**src/tsd_pkg.sv**
```systemverilog
// shared types, constants and the octal field step for the tar stream deframer
package tsd_pkg;

    localparam int unsigned BYTE_W  = 8;
    localparam int unsigned SIZE_W  = 36;
    localparam int unsigned CHK_W   = 24;
    localparam int unsigned SUM_W   = 32;
    localparam int unsigned IDX_W   = 9;

    localparam logic [IDX_W-1:0] HDR_LAST   = 9'd511;
    localparam logic [IDX_W-1:0] SIZE_FIRST = 9'd124;
    localparam logic [IDX_W-1:0] SIZE_LAST  = 9'd135;
    localparam logic [IDX_W-1:0] CHK_FIRST  = 9'd148;
    localparam logic [IDX_W-1:0] CHK_LAST   = 9'd155;
    localparam logic [IDX_W-1:0] NAME_LEN   = 9'd100;

    localparam logic [BYTE_W-1:0] CHAR_SPACE = 8'h20;
    localparam logic [BYTE_W-1:0] CHAR_PLUS  = 8'h2B;
    localparam logic [BYTE_W-1:0] CHAR_MINUS = 8'h2D;
    localparam logic [BYTE_W-1:0] CHAR_ZERO  = 8'h30;
    localparam logic [BYTE_W-1:0] CHAR_SEVEN = 8'h37;
    localparam logic [BYTE_W-1:0] CHAR_TAB   = 8'h09;
    localparam logic [BYTE_W-1:0] CHAR_CR    = 8'h0D;
    localparam logic [BYTE_W-1:0] CHAR_SLASH = 8'h2F;
    localparam logic [BYTE_W-1:0] CHAR_BSL   = 8'h5C;
    localparam logic [BYTE_W-1:0] CHAR_FF    = 8'hFF;
    localparam logic [BYTE_W-1:0] CHAR_NUL   = 8'h00;

    // phase codes double as byte roles
    localparam logic [1:0] PH_HEADER  = 2'd0;
    localparam logic [1:0] PH_DATA    = 2'd1;
    localparam logic [1:0] PH_PAD     = 2'd2;
    localparam logic [1:0] PH_DISCARD = 2'd3;

    localparam logic [1:0] KIND_FILE    = 2'd0;
    localparam logic [1:0] KIND_DIR     = 2'd1;
    localparam logic [1:0] KIND_PHANTOM = 2'd2;
    localparam logic [1:0] KIND_END     = 2'd3;

    typedef enum logic [1:0] {
        PS_SKIP   = 2'd0,
        PS_SIGNED = 2'd1,
        PS_DIGITS = 2'd2,
        PS_DONE   = 2'd3
    } parse_state_t;

    // name flag bit positions
    localparam int unsigned NF_NUL        = 0;
    localparam int unsigned NF_EMPTY      = 1;
    localparam int unsigned NF_FIRST_FF   = 2;
    localparam int unsigned NF_SECOND_NUL = 3;

    typedef struct packed {
        logic [BYTE_W-1:0] byte_out;
        logic [1:0]        byte_role;
        logic              header_done;
        logic [1:0]        entry_kind;
        logic [SIZE_W-1:0] file_size;
        logic              checksum_ok;
        logic              data_last;
    } result_t;

    typedef struct packed {
        parse_state_t      st;
        logic [SIZE_W-1:0] acc;
    } octal_t;

    // one byte of an octal scan; acc is truncated by the caller for narrower fields
    function automatic octal_t octal_step(input octal_t cur, input logic [BYTE_W-1:0] b);
        octal_t nxt;
        logic   digit;
        logic   space;
        nxt   = cur;
        digit = (b >= CHAR_ZERO) && (b <= CHAR_SEVEN);
        space = (b == CHAR_SPACE) || ((b >= CHAR_TAB) && (b <= CHAR_CR));
        unique case (cur.st)
            PS_SKIP: begin
                if (space) begin
                    nxt.st = PS_SKIP;
                end else if (b == CHAR_PLUS) begin
                    nxt.st = PS_SIGNED;
                end else if (b == CHAR_MINUS) begin
                    nxt.acc = '0;
                    nxt.st  = PS_DONE;
                end else if (digit) begin
                    nxt.acc = {{(SIZE_W-3){1'b0}}, b[2:0]};
                    nxt.st  = PS_DIGITS;
                end else begin
                    nxt.st = PS_DONE;
                end
            end
            PS_SIGNED, PS_DIGITS: begin
                if (digit) begin
                    nxt.acc = {cur.acc[SIZE_W-4:0], b[2:0]};
                    nxt.st  = PS_DIGITS;
                end else begin
                    nxt.st = PS_DONE;
                end
            end
            default: nxt = cur;
        endcase
        return nxt;
    endfunction

endpackage

```
**src/tsd_in_reg.sv**
```systemverilog
// input register stage holding one request byte
module tsd_in_reg
    import tsd_pkg::*;
(
    input  logic              aclk,
    input  logic              aresetn,
    input  logic              s_valid,
    output logic              s_ready,
    input  logic [BYTE_W-1:0] s_byte_in,
    input  logic              load,
    output logic              in_valid,
    output logic [BYTE_W-1:0] in_byte
);

    logic              valid_reg;
    logic [BYTE_W-1:0] byte_reg;

    assign s_ready  = !valid_reg || load;
    assign in_valid = valid_reg;
    assign in_byte  = byte_reg;

    always_ff @(posedge aclk) begin
        if (!aresetn) begin
            valid_reg <= 1'b0;
        end else if (s_valid && s_ready) begin
            valid_reg <= 1'b1;
        end else if (load) begin
            valid_reg <= 1'b0;
        end
    end

    always_ff @(posedge aclk) begin
        if (s_valid && s_ready) begin
            byte_reg <= s_byte_in;
        end
    end

endmodule

```
**src/tsd_deframe.sv**
```systemverilog
// header parsing, checksum, entry classification and data/padding counters
module tsd_deframe
    import tsd_pkg::*;
(
    input  logic              aclk,
    input  logic              aresetn,
    input  logic              load,
    input  logic [BYTE_W-1:0] in_byte,
    output result_t           res
);

    logic [1:0]        phase_reg,     phase_next;
    logic [IDX_W-1:0]  hdr_idx_reg,   hdr_idx_next;
    logic [SUM_W-1:0]  sum_reg,       sum_next;
    octal_t            size_reg,      size_next;
    parse_state_t      chk_st_reg,    chk_st_next;
    logic [CHK_W-1:0]  chk_acc_reg,   chk_acc_next;
    logic [3:0]        flags_reg,     flags_next;
    logic [BYTE_W-1:0] last_reg,      last_next;
    logic [SIZE_W-1:0] data_rem_reg,  data_rem_next;
    logic [IDX_W-1:0]  pad_rem_reg,   pad_rem_next;

    logic [BYTE_W-1:0] cb;
    logic              in_size;
    logic              in_chk;
    octal_t            chk_cur;
    octal_t            chk_stepped;
    logic [SIZE_W-1:0] data_dec;

    assign in_size = (hdr_idx_reg >= SIZE_FIRST) && (hdr_idx_reg <= SIZE_LAST);
    assign in_chk  = (hdr_idx_reg >= CHK_FIRST) && (hdr_idx_reg <= CHK_LAST);
    assign cb      = in_chk ? CHAR_SPACE : in_byte;
    assign chk_cur = '{st: chk_st_reg, acc: {{(SIZE_W-CHK_W){1'b0}}, chk_acc_reg}};
    assign chk_stepped = octal_step(chk_cur, in_byte);
    assign data_dec = data_rem_reg - {{(SIZE_W-1){1'b0}}, 1'b1};

    always_comb begin
        phase_next    = phase_reg;
        hdr_idx_next  = hdr_idx_reg;
        sum_next      = sum_reg;
        size_next     = size_reg;
        chk_st_next   = chk_st_reg;
        chk_acc_next  = chk_acc_reg;
        flags_next    = flags_reg;
        last_next     = last_reg;
        data_rem_next = data_rem_reg;
        pad_rem_next  = pad_rem_reg;

        res             = '0;
        res.byte_out    = in_byte;
        res.byte_role   = phase_reg;

        unique case (phase_reg)
            PH_HEADER: begin
                sum_next = sum_reg + {{(SUM_W-BYTE_W){cb[BYTE_W-1]}}, cb};
                if (hdr_idx_reg < NAME_LEN) begin
                    if ((hdr_idx_reg == '0) && (in_byte == CHAR_FF)) begin
                        flags_next[NF_FIRST_FF] = 1'b1;
                    end
                    if (!flags_reg[NF_NUL]) begin
                        if (in_byte == CHAR_NUL) begin
                            flags_next[NF_NUL] = 1'b1;
                            if (hdr_idx_reg == 9'd0) begin
                                flags_next[NF_EMPTY] = 1'b1;
                            end
                            if (hdr_idx_reg == 9'd1) begin
                                flags_next[NF_SECOND_NUL] = 1'b1;
                            end
                        end else begin
                            last_next = in_byte;
                        end
                    end
                end
                if (in_size) begin
                    size_next = octal_step(size_reg, in_byte);
                end
                if (in_chk) begin
                    chk_st_next  = chk_stepped.st;
                    chk_acc_next = chk_stepped.acc[CHK_W-1:0];
                end

                if (hdr_idx_reg == HDR_LAST) begin
                    res.header_done = 1'b1;
                    res.file_size   = size_reg.acc;
                    res.checksum_ok = (sum_next == {{(SUM_W-CHK_W){1'b0}}, chk_acc_reg});
                    if (flags_reg[NF_FIRST_FF] && flags_reg[NF_SECOND_NUL]) begin
                        res.entry_kind = KIND_PHANTOM;
                    end else if (flags_reg[NF_EMPTY]) begin
                        res.entry_kind = KIND_END;
                        phase_next     = PH_DISCARD;
                    end else if ((last_reg == CHAR_SLASH) || (last_reg == CHAR_BSL)) begin
                        res.entry_kind = KIND_DIR;
                    end else begin
                        res.entry_kind = KIND_FILE;
                        if (size_reg.acc != '0) begin
                            data_rem_next = size_reg.acc;
                            pad_rem_next  = '0 - size_reg.acc[IDX_W-1:0];
                            phase_next    = PH_DATA;
                        end
                    end
                    hdr_idx_next = '0;
                    sum_next     = '0;
                    size_next    = '{st: PS_SKIP, acc: '0};
                    chk_st_next  = PS_SKIP;
                    chk_acc_next = '0;
                    flags_next   = '0;
                    last_next    = '0;
                end else begin
                    hdr_idx_next = hdr_idx_reg + 9'd1;
                end
            end
            PH_DATA: begin
                data_rem_next = data_dec;
                if (data_dec == '0) begin
                    res.data_last = 1'b1;
                    phase_next    = (pad_rem_reg != '0) ? PH_PAD : PH_HEADER;
                end
            end
            PH_PAD: begin
                pad_rem_next = pad_rem_reg - 9'd1;
                if (pad_rem_next == '0) begin
                    phase_next = PH_HEADER;
                end
            end
            PH_DISCARD: begin
                phase_next = PH_DISCARD;
            end
            default: phase_next = phase_reg;
        endcase
    end

    always_ff @(posedge aclk) begin
        if (!aresetn) begin
            phase_reg    <= PH_HEADER;
            hdr_idx_reg  <= '0;
            sum_reg      <= '0;
            size_reg     <= '{st: PS_SKIP, acc: '0};
            chk_st_reg   <= PS_SKIP;
            chk_acc_reg  <= '0;
            flags_reg    <= '0;
            last_reg     <= '0;
            data_rem_reg <= '0;
            pad_rem_reg  <= '0;
        end else if (load) begin
            phase_reg    <= phase_next;
            hdr_idx_reg  <= hdr_idx_next;
            sum_reg      <= sum_next;
            size_reg     <= size_next;
            chk_st_reg   <= chk_st_next;
            chk_acc_reg  <= chk_acc_next;
            flags_reg    <= flags_next;
            last_reg     <= last_next;
            data_rem_reg <= data_rem_next;
            pad_rem_reg  <= pad_rem_next;
        end
    end

`ifndef NO_ASSERTIONS
    a_end_to_discard: assert property (@(posedge aclk) disable iff (!aresetn)
        (load && res.header_done && (res.entry_kind == KIND_END)) |=> (phase_reg == PH_DISCARD))
        else $error("end of archive did not enter discard");

    a_discard_sticks: assert property (@(posedge aclk) disable iff (!aresetn)
        (phase_reg == PH_DISCARD) |=> (phase_reg == PH_DISCARD))
        else $error("left discard phase");

    a_last_leaves_data: assert property (@(posedge aclk) disable iff (!aresetn)
        (load && res.data_last) |=> (phase_reg != PH_DATA))
        else $error("still in data after last data byte");

    a_idx_clear_outside_hdr: assert property (@(posedge aclk) disable iff (!aresetn)
        (phase_reg != PH_HEADER) |-> ((hdr_idx_reg == '0) && (sum_reg == '0)))
        else $error("header state not cleared outside header phase");
`endif

endmodule

```
**src/tsd_out_reg.sv**
```systemverilog
// result register stage
module tsd_out_reg
    import tsd_pkg::*;
(
    input  logic    aclk,
    input  logic    aresetn,
    input  logic    in_valid,
    input  result_t res,
    output logic    load,
    output logic    m_valid,
    input  logic    m_ready,
    output result_t m_res
);

    logic    valid_reg;
    result_t res_reg;

    assign load    = in_valid && (!valid_reg || m_ready);
    assign m_valid = valid_reg;
    assign m_res   = res_reg;

    always_ff @(posedge aclk) begin
        if (!aresetn) begin
            valid_reg <= 1'b0;
        end else if (load) begin
            valid_reg <= 1'b1;
        end else if (m_ready) begin
            valid_reg <= 1'b0;
        end
    end

    always_ff @(posedge aclk) begin
        if (load) begin
            res_reg <= res;
        end
    end

endmodule

```
**src/tar_stream_deframer_top.sv**
```systemverilog
// Tar stream deframer top level. One archive byte is taken per cycle unless the output
// stalls, and one tagged result byte comes out per input byte; each result passes the
// input register and then the result register before it shows on the m_ ports. Throughput
// is one byte per cycle when the output is not stalled, set by the single state update
// between the input register and the result register. Header parsing, checksum and
// the data and padding counters all advance once per byte, and header_done,
// entry_kind, file_size and checksum_ok are reported on header byte 511.
module tar_stream_deframer_top
    import tsd_pkg::*;
(
    input  logic              aclk,
    input  logic              aresetn,
    input  logic              s_valid,
    output logic              s_ready,
    input  logic [BYTE_W-1:0] s_byte_in,
    output logic              m_valid,
    input  logic              m_ready,
    output logic [BYTE_W-1:0] m_byte_out,
    output logic [1:0]        m_byte_role,
    output logic              m_header_done,
    output logic [1:0]        m_entry_kind,
    output logic [SIZE_W-1:0] m_file_size,
    output logic              m_checksum_ok,
    output logic              m_data_last
);

    logic              load;
    logic              in_valid;
    logic [BYTE_W-1:0] in_byte;
    result_t           res;
    result_t           m_res;

    tsd_in_reg u_in_reg (
        .aclk      (aclk),
        .aresetn   (aresetn),
        .s_valid   (s_valid),
        .s_ready   (s_ready),
        .s_byte_in (s_byte_in),
        .load      (load),
        .in_valid  (in_valid),
        .in_byte   (in_byte)
    );

    tsd_deframe u_deframe (
        .aclk    (aclk),
        .aresetn (aresetn),
        .load    (load),
        .in_byte (in_byte),
        .res     (res)
    );

    tsd_out_reg u_out_reg (
        .aclk     (aclk),
        .aresetn  (aresetn),
        .in_valid (in_valid),
        .res      (res),
        .load     (load),
        .m_valid  (m_valid),
        .m_ready  (m_ready),
        .m_res    (m_res)
    );

    assign m_byte_out    = m_res.byte_out;
    assign m_byte_role   = m_res.byte_role;
    assign m_header_done = m_res.header_done;
    assign m_entry_kind  = m_res.entry_kind;
    assign m_file_size   = m_res.file_size;
    assign m_checksum_ok = m_res.checksum_ok;
    assign m_data_last   = m_res.data_last;

endmodule

```
**config.mk**
```make
export PLATFORM = sky130hd
export DESIGN_NAME = tar_stream_deframer_top
export DESIGN_NICKNAME = d
export VERILOG_FILES = /design/src/tsd_pkg.sv /design/src/tsd_in_reg.sv /design/src/tsd_deframe.sv /design/src/tsd_out_reg.sv /design/src/tar_stream_deframer_top.sv
export SDC_FILE = /design/constraint.sdc
export NUM_CORES = 1
export LEC_CHECK = 0
export ABC_AREA = 1
export BUFFER_PORTS_ARGS = -buffer_cell sky130_fd_sc_hd__buf_2
export CAP_MARGIN = 20
export CORE_MARGIN = 2
export CORE_UTILIZATION = 60
export DETAILED_ROUTE_END_ITERATION = 6
export GPL_TIMING_DRIVEN = 0
export PLACE_DENSITY = 0.78
export REMOVE_ABC_BUFFERS = 1
export SLEW_MARGIN = 10
export SYNTH_ARGS = -nofsm -noshare
export SYNTH_HDL_FRONTEND = slang
export SYNTH_HIERARCHICAL = 1
export SYNTH_SLANG_ARGS = --single-unit
```
**constraint.sdc**
```tcl
create_clock -name aclk -period 15.93 [get_ports aclk]
set_input_delay 3.186 -clock aclk [delete_from_list [all_inputs] [get_ports aclk]]
set_output_delay 3.186 -clock aclk [all_outputs]
set_load 0.02 [all_outputs]
```
==> flow_metrics.tcl, run 1 <==
set metrics [dict create \
    status "complete, no violations" \
    final_net_count 2012 \
    grt_pass1_vias 12000 \
    path_max_fanout 5 \
    setup_viol 0 \
    antenna_found_initial 0 \
    period_share_pct 44.3 \
    finalClockSkew_ns 0.0213 \
    worstSetupPathType "primary input to output pin" \
    slew_headroom_pct 27.7 \
    largest_reg_flops 51 \
    vias 12800 \
    synth-main-ff-cell "dfxtp_1" \
    p_leak_nw 6.65 \
    synth_cell_type_count 56 \
    ant_nets 0 \
    drt_iter0_drc 974 \
    area_delta_synth_final_pct 9.41 \
    final_hold_viol_count 0 \
    max_freq_mhz 142 \
    synth_async_sr_flop_share_pct 0 \
    clkLatencyLatePin_ns 0.54 \
    required_ns 12.74 \
    yosysSeqAreaShare_pct 37.3 \
    postCtsResizedCells 0 \
    post_cts_buffers 0 \
    tritoncts "done" \
    fillers 2016 \
    first_pass_iters 7 \
    die_x_um 155 \
    tns_ns 0 \
    drv_slew 0 \
    ys_warn_count 6 \
    die-area_um2 24000 \
    htreeDepth 1 \
    grt_max_degree 72 \
    cts_root_buf "clkbuf_16" \
    syn-instance-count 1923 \
    hold_buffers 0 \
    cts_buffers 25 \
    cp.arrival_ns 3.88 \
    portBuffers 64 \
    clk_pin_slew_ns 0.05 \
    grt_usage_pct 28.9 \
    synth_area_leader_cell "dfxtp_1" \
    wire_per_inst_um 15.5 \
    max-cap-violations 0 \
    reg2reg_slack_ns 11.32 \
    overflow 0 \
    worstSetupStartpointType "primary input" \
    hold_path.class "flip-flop to flip-flop" \
    cts_sinks 225 \
    tightest_slew_ns 1.09 \
    grt_setup_unrepaired "false" \
    final_cell_mix "nand2_1, nor2_1, inv_1, a21oi_1, dfxtp_1" \
    ios 65 \
    vias_per_cell 5.67 \
    vdd_ir_drop_max_v 0.0000725 \
    hpwl_um 25400 \
    cp-end-kind "output pin" \
    power.density_nw_per_um2 89.0 \
    finalWeightedCongestion 0.942 \
    cts_max_path_buffers 3 \
    power_mw 1.33 \
    synth_edf_count 59 \
    layout-drive-gt1-share_pct 11.5 \
    ys_ff_latch 225 \
    synth_top_area_share_pct 24.3 \
    rows 55 \
    placed_area_um2 14200 \
    yosys-top-cells-area "dfxtp_1, edfxtp_1, nand2_1" \
    routed_wl_um 35000 \
    remaining_drc_errors 0 \
    netlist_area_um2 13700 \
    die_h_um 155 \
    coreArea_um2 22500 \
    syn_avg_cell_area_um2 7.10 \
    final_common_cell "nand2_1" \
    fin_crit_ns 7.06 \
    start_util_pct 60.7 \
    design_area_um2 14900 \
    grt_first_pass_wirelength_um 57300 \
    diodes 0 \
]
logic make-up (layout without fill, tap and decap cells):
kind of cell / after synthesis / in the layout / share of synthesized area [%]
buf+inv: 305 / 352 / 8.95
fa+ha+maj: 49 / 49 / 4.54
flops: 225 / 225 / 37.3
compound gates: 419 / 419 / 19.0
simple gates: 902 / 902 / 28.6
xor+xnor: 23 / 23 / 1.64
routing by layer:
| layer | up-vias | routed length, um | global-route usage, % |
|---|---|---|---|
| met3 | 71 | 2130 | 3.73 |
| met4 | 0 | 1030 | 9.26 |
| met1 | 5904 | 15700 | 39.4 |
| met5 | - | 0 | 0 |
| li1 | 6436 | - | - |
| met2 | 384 | 16100 | 47.9 |
power breakdown:
part	total, mW	internal (mW)	switching [mW]
Sequential	0.612	0.602	0.00964
Combinational	0.179	0.0579	0.122
Clock	0.538	0.307	0.231
metrics by stage:
step           utilization, %  hold slack [ns]  std cells  setup slack, ns
2_1_floorplan               -            0.430       1854             6.24
3_3_place_gp             62.2            0.439       2203             2.95
3_5_place_dp             63.0            0.444       2209             8.87
4_1_cts                  66.4            0.452       2255             8.87
5_1_grt                  66.4            0.476       2255             8.82
6_report                 66.4            0.455       2255             8.87
worst paths after layout:
| check | start | to | depth (start not counted) |
|---|---|---|---|
| setup reg to reg | u_deframe/hdr_idx_reg[3] | u_deframe/chk_acc_reg[1] | 13 |
| hold reg to reg | u_deframe/flags_reg[2] | u_deframe/flags_reg[2] | 2 |
| setup / recovery | m_ready | s_ready | 6 |
| hold / removal | u_deframe/flags_reg[2] | u_deframe/flags_reg[2] | 2 |
cells in the mapped netlist (16+ instances only):
master and instances:
nor2_1 241, dfxtp_1 166, o21ai_0 116, edfxtp_1 59
nand4_1 23, nand2_1 452, nor3_1 23, nand3_1 99
clkbuf_1 40, a211oi_2 47, inv_1 219, xor2_1 16
ha_1 48, a21oi_1 191
layout make-up:
class	count	area [um^2]	area share (%)
Sequential cell	225	5090	34.1
Timing Repair Buffer	70	455	3.05
Tap cell	285	357	2.39
Clock inverter	11	57.6	0.385
Inverter	236	891	5.96
Multi-Input combinational cell	1393	7390	49.4
Clock buffer	35	703	4.71
critical path, cell delays in order:
cell and delay, ns:
buf_2 0.09, inv_2 0.05, a21oi_4 0.25, inv_2 0.07, nand2_2 0.08, buf_2 0.16
No activity file was read; power rests on OpenSTA's default activity.
==> inputs of run 2 (changes only) <==
ABC_AREA = 0   (was 1)
clock period = 6.95 ns   (was 15.93 ns; I/O delays follow)
==> run 2 against run 1 <==
Die area decreased by 4.5%. Critical endpoint is now u_out_reg/m_res[1]. Clock skew decreased by 0.012 ns. Register-to-register slack got worse by 10 ns. Sequential power increased by 130%. Cell count decreased by 18%. Highest routed layer unchanged. Largest power group unchanged. Routed wire length decreased by 3.8%. Clock power increased by 130%. Critical path type is now flip-flop to flip-flop. Via count decreased by 8.2%. Combinational power increased to 2.6 times the previous value.
==> flow_metrics.tcl, run 2 <==
set metrics [dict create \
    max_freq_mhz 175 \
    synth_cell_type_count 81 \
    area_delta_synth_final_pct 10.1 \
    first_pass_iters 5 \
    setup_viol 0 \
    path_max_fanout 20 \
    grt_max_degree 65 \
    final_hold_viol_count 0 \
    start_util_pct 61.6 \
    clk_pin_slew_ns 0.06 \
    netlist_top_cells_count "nand2_1, dfxtp_1, nor2_1" \
    hpwl_um 22700 \
    drt_iter0_drc 1108 \
    grt_pass1_vias 10500 \
    clkLatencyLatePin_ns 0.52 \
    met1_usage_pct 42.7 \
    tightest_slew_ns 1.08 \
    cp.arrival_ns 6.01 \
    portBuffers 64 \
    diodes 0 \
    drv_slew 0 \
    grt_first_pass_wirelength_um 53700 \
    p_leak_nw 5.46 \
    placed_area_um2 13600 \
    synth_area_leader_cell "dfxtp_1" \
    coreArea_um2 21200 \
    use_met2_pct 44.6 \
    critPathSlowestCell "o21ai_0" \
    die-area_um2 22900 \
    htreeDepth 1 \
    hold_path.class "flip-flop to flip-flop" \
    yosys-top-cells-area "dfxtp_1, edfxtp_1, nand2_1" \
    finalClockSkew_ns 0.00969 \
    design_area_um2 14300 \
    slew_headroom_pct 27.7 \
    grt-busiest-layer "met2" \
    ys_warn_count 6 \
    ys_ff_latch 225 \
    synth-main-ff-cell "dfxtp_1" \
    fin_crit_ns 5.71 \
    cts_buffers 24 \
    status "complete, no violations" \
    cts_max_path_buffers 3 \
    grt_setup_unrepaired "false" \
    critPathMostFrequentCell "nor4_1" \
    netlist_area_um2 13000 \
    overflow 0 \
    finalWeightedCongestion 0.951 \
    cp-end-kind "flip-flop" \
    ant_nets 0 \
    slowest_delay_ns 0.60 \
    remaining_drc_errors 0 \
    hold_slack_ns 0.467 \
    cts_root_buf "clkbuf_16" \
    worstSetupStartpointType "flip-flop" \
    die_x_um 151 \
    post_cts_buffers 0 \
    postCtsResizedCells 0 \
    worstSetupPathType "flip-flop to flip-flop" \
    wire_per_inst_um 18.1 \
    hold_buffers 0 \
    met3_usage_pct 4.25 \
    vias_per_cell 6.32 \
    ios 65 \
    vdd_ir_drop_max_v 0.000235 \
    syn_avg_cell_area_um2 8.30 \
    rows 53 \
    syn-instance-count 1570 \
    final_common_cell "nand2_1" \
    cts_sinks 225 \
    final_net_count 1627 \
    antenna_found_initial 0 \
    final_cell_mix "nand2_1, dfxtp_1, nor2_1, a21oi_1, nand3_1" \
    period_share_pct 82.1 \
    tritoncts "done" \
    grt_usage_pct 28.9 \
    worstPathCellList "ha_1 -> o21ai_0 -> mux2i_1 -> nand2_1 -> and2_1 -> buf_8 -> ha_1 -> nand2_1 -> o21ai_0 -> nor3_1 -> a2111oi_0 -> o2111ai_1 -> nor4_1 -> nand4_1 -> nor4_1 -> nand4_1 -> nor4_1" \
    routed_wl_um 33600 \
    synth_most_common_cell "nand2_1" \
    power.density_nw_per_um2 218 \
    max-cap-violations 0 \
    synth_edf_count 59 \
    required_ns 7.25 \
    synth_top_area_share_pct 25.5 \
    layout-drive-gt1-share_pct 9.85 \
    yosysSeqAreaShare_pct 39.1 \
    largest_reg_flops 51 \
    vias 11700 \
    die_h_um 151 \
    synth_async_sr_flop_share_pct 0 \
]
[run 2: worst paths after layout]
| path | slack, ns | startpoint | depth (start not counted) | to |
|---|---|---|---|---|
| max | 1.24 | u_deframe/hdr_idx_reg[0] | 17 | u_out_reg/m_res[1] |
| min | 0.47 | u_deframe/sum_reg[8] | 2 | u_deframe/sum_reg[8] |
| max reg2reg | 1.24 | u_deframe/hdr_idx_reg[0] | 17 | u_out_reg/m_res[1] |
| min reg2reg | 0.47 | u_deframe/sum_reg[8] | 2 | u_deframe/sum_reg[8] |
[run 2: cell families (layout without fill, tap and decap cells)]
family / after synthesis / after routing / synth area share [%]
adder cells (fa/ha/maj): 49 / 49 / 4.76
AO/OA/AOI/OAI: 425 / 425 / 21.2
AND/OR/NAND/NOR: 636 / 636 / 24.5
XOR/XNOR: 71 / 71 / 5.09
multiplexers: 9 / 9 / 0.691
buffers and inverters: 155 / 169 / 4.70
flip-flops: 225 / 225 / 39.1
[run 2: layout make-up]
class	count	area, um^2
multi-input cells	1190	7390
clock inverters	7	45.0
flip-flops and latches	225	5090
repair buffers	76	553
fillers	1722	6810
clock buffers	37	732
well taps	275	344
inverters	49	185
[run 2: metal layers]
| metal | vias up | part of all wire [%] |
|---|---|---|
| met2 | 419 | 44 |
| met4 | 0 | 1.8 |
| met1 | 5627 | 47 |
| met5 | - | 0 |
| li1 | 5652 | - |
| met3 | 49 | 7.1 |
[run 2: power breakdown]
part / total [mW] / internal [mW] / leakage, nW / switching, mW
logic: 0.459 / 0.177 / 3.19 / 0.283
clock network: 1.25 / 0.728 / 0.382 / 0.526
registers: 1.41 / 1.39 / 1.88 / 0.0266
total: 3.13 / 2.29 / 5.46 / 0.836
[run 2: worst max-delay path, delay by kind of cell, from the launching register on]
family	cells	cell delay, ns
adder cells (fa/ha/maj)	2	0.76
flip-flops	1	0.50
AND/OR/NAND/NOR	9	2.29
AO/OA/AOI/OAI	4	1.38
buffers and inverters	1	0.22
multiplexers	1	0.32
[run 2: metrics by stage]
| step | util, % | TNS (ns) | std cells | worst slack, ns | power (mW) |
|---|---|---|---|---|---|
| 4_1_cts | 67.7 | 0 | 1858 | 1.07 | 3.14 |
| 6_report | 67.8 | 0 | 1859 | 1.24 | 3.13 |
| 3_3_place_gp | 62.7 | -240.94 | 1803 | -2.70 | 1.88 |
| 5_1_grt | 67.8 | 0 | 1859 | 0.815 | 3.24 |
| 2_1_floorplan | - | 0 | 1464 | 0.188 | 1.77 |
| 3_5_place_dp | 64.1 | 0 | 1814 | 1.09 | 1.89 |
==> inputs of run 3 (changes only) <==
ABC_AREA = 1   (was 0)
CORE_UTILIZATION = 56   (was 60)
PLACE_DENSITY = 0.77   (was 0.78)
clock period = 5.2 ns   (was 6.95 ns; I/O delays follow)
==> run 3 against run 2 <==
Flip-flop and latch count did not move. Power rose by 38%. Critical path type unchanged. First-iteration DRC count fell by 2.6%. Global-route usage fell by 2.4 points. Largest cell class unchanged. Critical path depth fell by 4. Cell area rose by 5.6%. Clock-buffer cell count fell by 2. Combinational power rose by 19%. Routed wire length rose by 2.5%.
==> flow_metrics.tcl, run 3 (same netlist as run 1, synthesis figures left out) <==
set metrics [dict create \
    status "complete, no violations" \
    dp_slack_ns 0.705 \
    die_x_um 160 \
    rows 57 \
    drt_iter0_drc 1079 \
    grt_setup_unrepaired "false" \
    die_h_um 160 \
    area_delta_synth_final_pct 11.0 \
    final_cell_mix "nand2_1, nor2_1, inv_1, a21oi_1, dfxtp_1" \
    worstSetupStartpointType "flip-flop" \
    vias 12900 \
    start_util_pct 56.7 \
    ios 65 \
    grt_usage_pct 26.5 \
    portBuffers 64 \
    cp.arrival_ns 5.12 \
    regToRegStartpoint "u_deframe/hdr_idx_reg[4]" \
    diodes 0 \
    hold_path.class "flip-flop to flip-flop" \
    hold_buffers 0 \
    overflow 0 \
    cts_sinks 225 \
    fillers 2220 \
    slew_headroom_pct 29.7 \
    power.density_nw_per_um2 284 \
    grt_first_pass_wirelength_um 56700 \
    finalWeightedCongestion 0.938 \
    cts_root_buf "clkbuf_16" \
    layout-drive-gt1-share_pct 12.0 \
    max-cap-violations 0 \
    period_share_pct 89.6 \
    post_cts_buffers 0 \
    routed_wl_um 34500 \
    hpwl_um 24800 \
    clkLatencyLatePin_ns 0.54 \
    setup_ws_ns 0.540 \
    design_area_um2 15200 \
    tritoncts "done" \
    drv_slew 0 \
    htreeDepth 1 \
    ant_nets 0 \
    vdd_ir_drop_max_v 0.000292 \
    clk_pin_slew_ns 0.06 \
    cts_max_path_buffers 3 \
    wire_per_inst_um 15.0 \
    antenna_found_initial 0 \
    setup_viol 0 \
    final_net_count 2014 \
    max_freq_mhz 215 \
    remaining_drc_errors 0 \
    final_common_cell "nand2_1" \
    worstSetupPathType "flip-flop to flip-flop" \
    placed_area_um2 14200 \
    first_pass_iters 6 \
    p_leak_nw 6.72 \
    final_hold_viol_count 0 \
    grt_pass1_vias 11700 \
    path_max_fanout 40 \
    min_from "u_deframe/flags_reg[2]" \
    tns_ns 0 \
    finalClockSkew_ns 0.0133 \
    vias_per_cell 5.60 \
    tightest_slew_ns 1.05 \
    cp-end-kind "flip-flop" \
    die-area_um2 25700 \
    required_ns 5.66 \
    crit_start "u_deframe/hdr_idx_reg[4]" \
    grt_max_degree 65 \
    coreArea_um2 24100 \
    cts_buffers 26 \
    fin_crit_ns 4.66 \
    postCtsResizedCells 0 \
    largest_reg_flops 51 \
]
run 3: cell types whose count changed in the layout (fill, tap and decap cells not counted), moves of 44 or more:
cell	before	now
nand2_1	169	450
inv_1	47	219
nor2_1	123	238
a21oi_1	120	190
a21boi_0	59	2
a211oi_2	0	47
and3_1	46	2
run 3: worst paths after layout:
path                              endpoint  slack [ns]  cells after the start
setup / recovery  u_deframe/chk_acc_reg[1]        0.54                     13
hold reg to reg     u_deframe/flags_reg[2]        0.46                      2
hold / removal      u_deframe/flags_reg[2]        0.46                      2
setup reg to reg  u_deframe/chk_acc_reg[1]        0.54                     13
run 3: area by class of cell:
cell class / instances / area (um^2) / share of cell area, %
well taps: 324 / 405 / 2.67
multi-input cells: 1393 / 7390 / 48.7
inverters: 236 / 891 / 5.88
clock inverters: 13 / 120 / 0.793
repair buffers: 71 / 470 / 3.10
clock buffers: 35 / 788 / 5.20
flip-flops and latches: 225 / 5090 / 33.6
run 3: per-stage QoR:
step | instances | hold WS [ns] | utilization [%] | power [mW]
after floorplan | 1854 | 0.430 | - | 2.30
after global placement | 2242 | 0.438 | 58.3 | 2.43
after detailed placement | 2249 | 0.440 | 59.1 | 2.45
after CTS | 2297 | 0.455 | 62.9 | 4.33
after global routing | 2297 | 0.476 | 62.9 | 4.48
final | 2297 | 0.460 | 62.9 | 4.31
run 3: layer usage:
metal | vias to the layer above | share of wire [%] | GRT usage [%]
met5 | - | 0 | 0
li1 | 6413 | - | -
met2 | 443 | 46 | 44.6
met4 | 0 | 2.7 | 7.82
met1 | 5932 | 44 | 35.8
met3 | 69 | 7.0 | 3.35
run 3: power by group:
part           switching, mW  internal, mW
Combinational          0.367         0.177
Sequential            0.0300          1.84
Clock                  0.765          1.12
Total                   1.16          3.14
run 3: worst max-delay path, stage by stage (launching register included):
cell	delay, ns
dfxtp_1	0.45
nand2_1	0.13
nor2_1	0.25
nand2_1	0.12
nor3_1	0.24
ha_1	0.65
nand2_2	0.69
nor2_1	0.25
inv_1	0.15
nand2_1	0.14
nand3_2	0.68
clkinv_1	0.51
o21ai_0	0.14
a21oi_1	0.18
